<file path="src/design/cbps_pkg.sv">
// Shared types, constants and fixed-point helpers for the circle body physics step unit.
`default_nettype none
package cbps_pkg;

	localparam int MAX_BODIES = 16;
	localparam int IDX_W      = $clog2(MAX_BODIES);
	localparam int CNT_W      = $clog2(MAX_BODIES + 1);
	localparam int RAD_W      = 30;
	localparam int BODY_W     = 4 * 32 + RAD_W;
	localparam int FORCE_W    = 2 * 32;
	localparam int CFG_IDX_W  = 2;
	localparam int CFG_W      = 31;

	localparam logic [CFG_IDX_W-1:0] REG_DRAG   = 2'd0;
	localparam logic [CFG_IDX_W-1:0] REG_ASPECT = 2'd1;

	localparam logic [CFG_W-1:0] ASPECT_RESET = 31'd65536;

	typedef struct packed {
		logic               action;
		logic signed [31:0] pos_x;
		logic signed [31:0] pos_y;
		logic signed [31:0] vel_x;
		logic signed [31:0] vel_y;
		logic [30:0]        scale_x;
		logic [30:0]        scale_y;
		logic [30:0]        time_step;
	} in_word_t;

	typedef struct packed {
		logic [5:0]         body_index;
		logic signed [31:0] new_pos_x;
		logic signed [31:0] new_pos_y;
		logic signed [31:0] new_vel_x;
		logic signed [31:0] new_vel_y;
		logic               last_body;
	} out_word_t;

	typedef enum logic [4:0] {
		ST_IDLE, ST_ROW_RD, ST_ROW_LD, ST_PAIR_RD, ST_PAIR_LD, ST_DIFF, ST_SQ_X, ST_SQ_Y,
		ST_SQ_SUM, ST_SQRT, ST_LEN, ST_DIV, ST_UNIT, ST_MUL_X, ST_MUL_Y, ST_FY, ST_APPLY,
		ST_NEXT, ST_ROW_WB, ST_MV_RD, ST_MV_LD, ST_WALL, ST_DRAG_X, ST_DRAG_Y, ST_VEL_X,
		ST_VEL_Y, ST_POS_X, ST_POS_Y, ST_POS_FIN, ST_EMIT
	} state_t;

	typedef enum logic [4:0] {
		OP_NOP, OP_LOAD, OP_START, OP_ROW_LD, OP_PAIR_LD, OP_DIFF, OP_SQ_X, OP_SQ_Y,
		OP_SQ_SUM, OP_SQRT, OP_LEN, OP_DIV, OP_UNIT, OP_MUL_X, OP_MUL_Y, OP_FY, OP_APPLY,
		OP_ROW_WB, OP_MV_LD, OP_WALL, OP_DRAG_X, OP_DRAG_Y, OP_VEL_X, OP_VEL_Y, OP_POS_X,
		OP_POS_Y, OP_POS_FIN, OP_EMIT
	} op_t;

	typedef struct packed {
		op_t              op;
		logic [IDX_W-1:0] addr;
		logic             load_we;
		logic             last;
	} ctl_cmd_t;

	typedef struct packed {
		logic far;
		logic len_bad;
		logic sqrt_last;
		logic div_last;
		logic out_free;
	} dp_status_t;

	function automatic logic signed [65:0] ext32(input logic signed [31:0] v);
		return {{34{v[31]}}, v};
	endfunction

	function automatic logic signed [31:0] sat32(input logic signed [65:0] v);
		if (v > 66'sd2147483647)
			return 32'sh7fffffff;
		else if (v < -66'sd2147483648)
			return 32'sh80000000;
		else
			return v[31:0];
	endfunction

	// divide by 2^16, rounding toward zero
	function automatic logic signed [65:0] trunc16(input logic signed [65:0] v);
		logic signed [65:0] r;
		r = v + (v[65] ? 66'sd65535 : 66'sd0);
		return r >>> 16;
	endfunction

	function automatic logic signed [65:0] mul1000(input logic signed [65:0] v);
		return (v <<< 10) - (v <<< 4) - (v <<< 3);
	endfunction

endpackage
`default_nettype wire

</file>
<file path="src/design/cbps_ctrl.sv">
// Sequencer: walks loads, body pairs, per-body moves and result words.
`default_nettype none
module cbps_ctrl import cbps_pkg::*; (
	input  wire logic       clk,
	input  wire logic       arst_n,
	input  wire logic       in_valid,
	input  wire logic       in_action,
	output logic            in_ready,
	input  wire dp_status_t status,
	output ctl_cmd_t        cmd
);
	state_t           state_q, state_d;
	logic [CNT_W-1:0] count_q, i_q, j_q, i_inc, j_inc;

	assign i_inc = i_q + CNT_W'(1);
	assign j_inc = j_q + CNT_W'(1);

	always_comb begin
		state_d = state_q;
		case (state_q)
			ST_IDLE: begin
				if (in_valid && in_action && count_q != '0)
					state_d = ST_ROW_RD;
			end
			ST_ROW_RD:  state_d = ST_ROW_LD;
			ST_ROW_LD:  state_d = (i_inc < count_q) ? ST_PAIR_RD : ST_ROW_WB;
			ST_PAIR_RD: state_d = ST_PAIR_LD;
			ST_PAIR_LD: state_d = ST_DIFF;
			ST_DIFF:    state_d = ST_SQ_X;
			ST_SQ_X:    state_d = status.far ? ST_NEXT : ST_SQ_Y;
			ST_SQ_Y:    state_d = ST_SQ_SUM;
			ST_SQ_SUM:  state_d = ST_SQRT;
			ST_SQRT:    state_d = status.sqrt_last ? ST_LEN : ST_SQRT;
			ST_LEN:     state_d = status.len_bad ? ST_NEXT : ST_DIV;
			ST_DIV:     state_d = status.div_last ? ST_UNIT : ST_DIV;
			ST_UNIT:    state_d = ST_MUL_X;
			ST_MUL_X:   state_d = ST_MUL_Y;
			ST_MUL_Y:   state_d = ST_FY;
			ST_FY:      state_d = ST_APPLY;
			ST_APPLY:   state_d = ST_NEXT;
			ST_NEXT:    state_d = (j_inc < count_q) ? ST_PAIR_RD : ST_ROW_WB;
			ST_ROW_WB:  state_d = (i_inc < count_q) ? ST_ROW_RD : ST_MV_RD;
			ST_MV_RD:   state_d = ST_MV_LD;
			ST_MV_LD:   state_d = ST_WALL;
			ST_WALL:    state_d = ST_DRAG_X;
			ST_DRAG_X:  state_d = ST_DRAG_Y;
			ST_DRAG_Y:  state_d = ST_VEL_X;
			ST_VEL_X:   state_d = ST_VEL_Y;
			ST_VEL_Y:   state_d = ST_POS_X;
			ST_POS_X:   state_d = ST_POS_Y;
			ST_POS_Y:   state_d = ST_POS_FIN;
			ST_POS_FIN: state_d = ST_EMIT;
			ST_EMIT: begin
				if (status.out_free)
					state_d = (i_inc < count_q) ? ST_MV_RD : ST_IDLE;
			end
			default:    state_d = ST_IDLE;
		endcase
	end

	always_comb begin
		in_ready    = (state_q == ST_IDLE);
		cmd.op      = OP_NOP;
		cmd.addr    = i_q[IDX_W-1:0];
		cmd.load_we = 1'b0;
		cmd.last    = (i_inc == count_q);
		case (state_q)
			ST_IDLE: begin
				cmd.addr = count_q[IDX_W-1:0];
				if (in_valid && !in_action) begin
					cmd.op      = OP_LOAD;
					cmd.load_we = (count_q < CNT_W'(MAX_BODIES));
				end else if (in_valid && in_action) begin
					cmd.op = OP_START;
				end
			end
			ST_ROW_LD:  cmd.op = OP_ROW_LD;
			ST_PAIR_RD: cmd.addr = j_q[IDX_W-1:0];
			ST_PAIR_LD: begin
				cmd.op   = OP_PAIR_LD;
				cmd.addr = j_q[IDX_W-1:0];
			end
			ST_DIFF:    cmd.op = OP_DIFF;
			ST_SQ_X:    cmd.op = OP_SQ_X;
			ST_SQ_Y:    cmd.op = OP_SQ_Y;
			ST_SQ_SUM:  cmd.op = OP_SQ_SUM;
			ST_SQRT:    cmd.op = OP_SQRT;
			ST_LEN:     cmd.op = OP_LEN;
			ST_DIV:     cmd.op = OP_DIV;
			ST_UNIT:    cmd.op = OP_UNIT;
			ST_MUL_X:   cmd.op = OP_MUL_X;
			ST_MUL_Y:   cmd.op = OP_MUL_Y;
			ST_FY:      cmd.op = OP_FY;
			ST_APPLY: begin
				cmd.op   = OP_APPLY;
				cmd.addr = j_q[IDX_W-1:0];
			end
			ST_ROW_WB:  cmd.op = OP_ROW_WB;
			ST_MV_LD:   cmd.op = OP_MV_LD;
			ST_WALL:    cmd.op = OP_WALL;
			ST_DRAG_X:  cmd.op = OP_DRAG_X;
			ST_DRAG_Y:  cmd.op = OP_DRAG_Y;
			ST_VEL_X:   cmd.op = OP_VEL_X;
			ST_VEL_Y:   cmd.op = OP_VEL_Y;
			ST_POS_X:   cmd.op = OP_POS_X;
			ST_POS_Y:   cmd.op = OP_POS_Y;
			ST_POS_FIN: cmd.op = OP_POS_FIN;
			ST_EMIT:    cmd.op = OP_EMIT;
			default:    cmd.op = OP_NOP;
		endcase
	end

	always_ff @(posedge clk or negedge arst_n) begin
		if (!arst_n) begin
			state_q <= ST_IDLE;
			count_q <= '0;
			i_q     <= '0;
			j_q     <= '0;
		end else begin
			state_q <= state_d;
			case (state_q)
				ST_IDLE: begin
					if (in_valid && !in_action && count_q < CNT_W'(MAX_BODIES))
						count_q <= count_q + CNT_W'(1);
					i_q <= '0;
				end
				ST_ROW_LD: j_q <= i_inc;
				ST_NEXT:   j_q <= j_inc;
				ST_ROW_WB: i_q <= (i_inc < count_q) ? i_inc : '0;
				ST_EMIT: begin
					if (status.out_free) begin
						if (i_inc < count_q)
							i_q <= i_inc;
						else
							count_q <= '0;
					end
				end
				default: ;
			endcase
		end
	end

	a_count_bound: assert property (@(posedge clk) disable iff (!arst_n)
		count_q <= CNT_W'(MAX_BODIES))
		else $error("body count above capacity");
	a_step_starts: assert property (@(posedge clk) disable iff (!arst_n)
		(state_q == ST_IDLE && in_valid && in_action && count_q != '0) |=>
		state_q == ST_ROW_RD)
		else $error("step did not start the pair walk");
	a_i_in_range: assert property (@(posedge clk) disable iff (!arst_n)
		(state_q != ST_IDLE) |-> (i_q < count_q))
		else $error("body index outside loaded set");
	a_j_in_range: assert property (@(posedge clk) disable iff (!arst_n)
		(state_q == ST_PAIR_RD) |-> (j_q > i_q && j_q < count_q))
		else $error("pair index out of order");
	a_store_empties: assert property (@(posedge clk) disable iff (!arst_n)
		(state_q == ST_EMIT && status.out_free && i_inc == count_q) |=> count_q == '0)
		else $error("store not emptied after last word");
endmodule
`default_nettype wire

</file>
<file path="config.mk">
export PLATFORM = sky130hd
export DESIGN_NAME = cbps_ctrl
export DESIGN_NICKNAME = d
export VERILOG_FILES = /design/src/design/cbps_pkg.sv /design/src/design/cbps_ctrl.sv
export SDC_FILE = /design/constraint.sdc
export NUM_CORES = 1
export LEC_CHECK = 0
export BUFFER_PORTS_ARGS = -buffer_cell sky130_fd_sc_hd__clkbuf_2
export CAP_MARGIN = 30
export CORE_MARGIN = 5
export CORE_UTILIZATION = 50
export CTS_BUF_LIST = sky130_fd_sc_hd__clkbuf_4
export CTS_CLUSTER_SIZE = 12
export DETAILED_ROUTE_END_ITERATION = 7
export GPL_TIMING_DRIVEN = 0
export PLACE_DENSITY_LB_ADDON = 0.12
export SLEW_MARGIN = 0
export SYNTH_ARGS = -nofsm -noshare
export SYNTH_HDL_FRONTEND = slang
export SYNTH_SLANG_ARGS = --single-unit
</file>
<file path="constraint.sdc">
create_clock -name clk -period 4.25 [get_ports clk]
set_input_delay 0.2125 -clock clk [delete_from_list [all_inputs] [get_ports clk]]
set_output_delay 0.2125 -clock clk [all_outputs]
set_load 0.005 [all_outputs]
</file>
==> flow_summary.yaml <==
yosys:
  synthXorXnorAreaFrac: 0.03731
  main_combinational_cell_family_by_area_after_synthesis: "compound AO/OA/AOI/OAI gates"
  synthesis.area_um2: 1878
  synth_adder_area_share: 0.08661
  postSynth.asyncResetShare: 1.000
  syn_area_per_cell_um2: 7.761
  synth_seq_cells: 20
  yosysSeqAreaShare: 0.2665
  top_flip_flop_cell_by_instance_count_after_synthesis: "dfrtp_1"
  synth-compound-area-share: 0.2925
  synth.mux.area_fraction: 0.005996
  cell_type_with_the_largest_total_area_after_synthesis: "dfrtp_1"
  yosys.area_share.simple: 0.2378
  syn_inst: 242
  netlist_top_cells_area: "dfrtp_1, ha_1, a21oi_1"
  netlist-cell-type-count: 55
  synth-edff-count: 0
  post_synth_most_frequent_cells: "a21oi_1, nand2_1, dfrtp_1, inv_1, o21ai_0"
  ys_warn_count: 0
  syn-num-nets: 264
  synthDominantCellAreaShare: 0.2665
floorplanning:
  core_region_area_um2: 3661
  fp.dieW_um: 71.29
  core.rowCount: 22
  design.portCount: 21
  design.die.area_um2: 5082
  initial_utilization: 0.5130
  dieHeight_um: 71.29
grt:
  overflow: 0
  number_of_antenna_violations_at_the_first_check_in_global_routing: 0
  grt_max_degree: 21
  grtUsageTotal: 0.1943
  first_global_vias: 1670
  grt_pass1_wl_um: 8114
min_path:
  min_path_type: "in2reg"
  hold_path_end: "state_q[3]$_DFFE_PN0P_"
  hp-start: "status[3]"
  holdPathStages: 4
sta:
  period_minus_slack_ns: 3.059
  finalSetupTns_ns: 0
  timing.slew.headroom: 0.6327
  max_freq_ghz: 0.3269
  final-setup-viol-count: 0
  skew_ns: 0.0005753
  rsz0062_at_grt: "no"
  final-max-slew-violation-count: 0
  post-route-period-util: 0.7198
  worst_slew_pin_slew_ns: 0.5509
  layout_setup_ws_ns: 1.191
  finalHoldViolations: 0
detailed_routing:
  drt_pass1_iterations: 5
  route.detailed.wl_per_inst_um: 15.81
  vias_after_detailed_routing: 1912
  drc: 0
  routed_wl_um: 4981
  drtAntennaViolNets: 0
  drtIter0Drc: 141
  avgViaCountPerCell: 6.070
place:
  dp_worst_setup_slack_ns: 1.229
  placed_cells_incl_taps: 310
  placedInstanceArea_um2: 2038
  dp_hpwl_um: 3951
  replace_congestion: 0.9189
  port_buffers: 20
worst_setup_path:
  worst_path_class_setup: "reg2reg"
  crit_path_max_fanout: 7
  reg2reg_setup_slack_ns: 1.19
  worst_r2r_startpoint: "i_q[0]$_DFFE_PN0P_"
  setup.worst_path.start_class: "flop"
  crit_required_ns: 4.49
  crit_path_end_kind: "flop"
  crit_arrival_ns: 3.30
  rr_worst_depth: 10
  crit-reg2reg-capture: "count_q[4]$_DFFE_PN0P_"
power_and_ir_drop:
  static_power_due_to_leakage_nw: 0.9550
  power_frac_comb: 0.642
  net-switching-power_w: 0.0006137
  power.density_nw_per_um2: 604.0
  internal_power_w: 0.0006551
  clkPwrFrac: 0.125
  pwr-share-seq: 0.233
  vdd_ir_drop_max_uv: 387.2
  netSwitchingFraction: 0.4837
final_layout:
  multi_input_combinational_cell_area_um2: 1240
  finish.instance_area_um2: 2101
  post_layout_nonfiller_instances: 315
  total_nets_final: 290
  register_area_um2: 500.5
  drive_above_1_share: 0.1386
  area_growth_pct: 11.86
  antenna_diode_count: 0
  fillCellCount: 338
  fin_util: 0.5738
cts:
  cts_tree: "built"
  htreeDepth: 1
  clkSinkCount: 20
  ctsResizeCount: 0
  numCtsBuffers: 3
  clk_path_buf_depth: 2
  worst_skew_pair.late_latency_ns: 0.30
  post-cts-setup-buffers: 0
  clockRootBuffer: "clkbuf_4"
  clock_transition_at_the_register_clock_pins_on_the_worst_setup_and_hold_paths_after_cts_ns: 0.12
job:
  drv_cap: 0
status:
  run_status: "finished, final reports clean"
==> sequential cells by signal, indices dropped and copies added (netlist names) <==
signal,cells
count_q,5
j_q,5
i_q,5
state_q,5
==> power groups by stage <==
stage,combinational (W),sequential [W],clock [W]
2_1_floorplan,0.000596,0.000280,0
3_3_place_gp,0.000799,0.000299,0
3_5_place_dp,0.000797,0.000298,0
4_1_cts,0.000802,0.000294,0.000162
5_1_grt,0.000894,0.000300,0.000172
6_report,0.000814,0.000296,0.000158
==> stage by stage <==
stage,total power [W],hold slack (ns)
3_5_place_dp,0.001095,0.2063
4_1_cts,0.001258,0.2467
6_report,0.001269,0.2554
5_1_grt,0.001366,0.2544
3_3_place_gp,0.001098,0.2071
2_1_floorplan,0.0008756,-0.08309
==> cell usage in the layout, fill, tap and decap left out, types with 4 or more instances in the layout <==
cell / netlist / layout
o21ai_0: 17 / 17
nor2b_1: 4 / 4
nand3_1: 11 / 11
a21oi_1: 23 / 23
ha_1: 13 / 13
nor2_1: 15 / 15
a22oi_1: 5 / 5
xnor2_1: 4 / 4
clkbuf_2: 0 / 20
o2bb2ai_1: 4 / 4
inv_1: 19 / 19
nand2_1: 23 / 23
xor2_1: 4 / 4
dfrtp_1: 20 / 20
a21o_1: 5 / 5
clkbuf_1: 7 / 7
==> layout make-up <==
cell class / count / area share
Multi-Input combinational cell: 190 / 0.5902
Buffer: 13 / 0.03157
Sequential cell: 20 / 0.2382
Clock buffer: 3 / 0.01072
Clock inverter: 1 / 0.01429
Timing Repair Buffer: 21 / 0.05241
Tap cell: 48 / 0.02859
Inverter: 19 / 0.03395
==> layer usage <==
metal,GRT usage,up-vias,share of wire
met5,0,-,0
met4,0.03132,0,0.011
met3,0.02384,7,0.048
met2,0.2969,68,0.44
met1,0.2965,900,0.50
li1,-,937,-
==> cell families after synthesis <==
kind of cell,after synthesis
flops,20
simple gates,85
mux,1
compound gates,83
xor+xnor,8
buf+inv,32
fa+ha+maj,13
==> worst max-delay path, stage by stage, from the launching register on <==
cell      delay, ns
dfrtp_1        0.49
ha_1           0.29
nand3_1        0.10
xor2_1         0.30
inv_1          0.09
ha_1           0.30
nand4_1        0.13
o221ai_1       0.45
a21oi_2        0.18
or4_1          0.49
a21oi_1        0.17
==> what timing repair did <==
item / 4_1_cts / 5_1_grt
hold buffers: 1 / 0
endpoints found under the setup margin: 0 / 0
endpoints found under the hold margin: 20 / 0
==> how the worst max path moves through the flow <==
stage / startpoint / endpoint / slack (ns)
6_report: i_q[0]$_DFFE_PN0P_ / count_q[4]$_DFFE_PN0P_ / 1.19
5_1_grt: i_q[0]$_DFFE_PN0P_ / count_q[3]$_DFFE_PN0P_ / 0.97
4_1_cts: i_q[0]$_DFFE_PN0P_ / count_q[4]$_DFFE_PN0P_ / 1.20
3_5_place_dp: i_q[0]$_DFFE_PN0P_ / count_q[4]$_DFFE_PN0P_ / 1.23
3_3_place_gp: i_q[0]$_DFFE_PN0P_ / count_q[3]$_DFFE_PN0P_ / 1.26
2_1_floorplan: i_q[0]$_DFFE_PN0P_ / count_q[3]$_DFFE_PN0P_ / 1.65
Note: power is estimated with default switching activity, not from simulation.
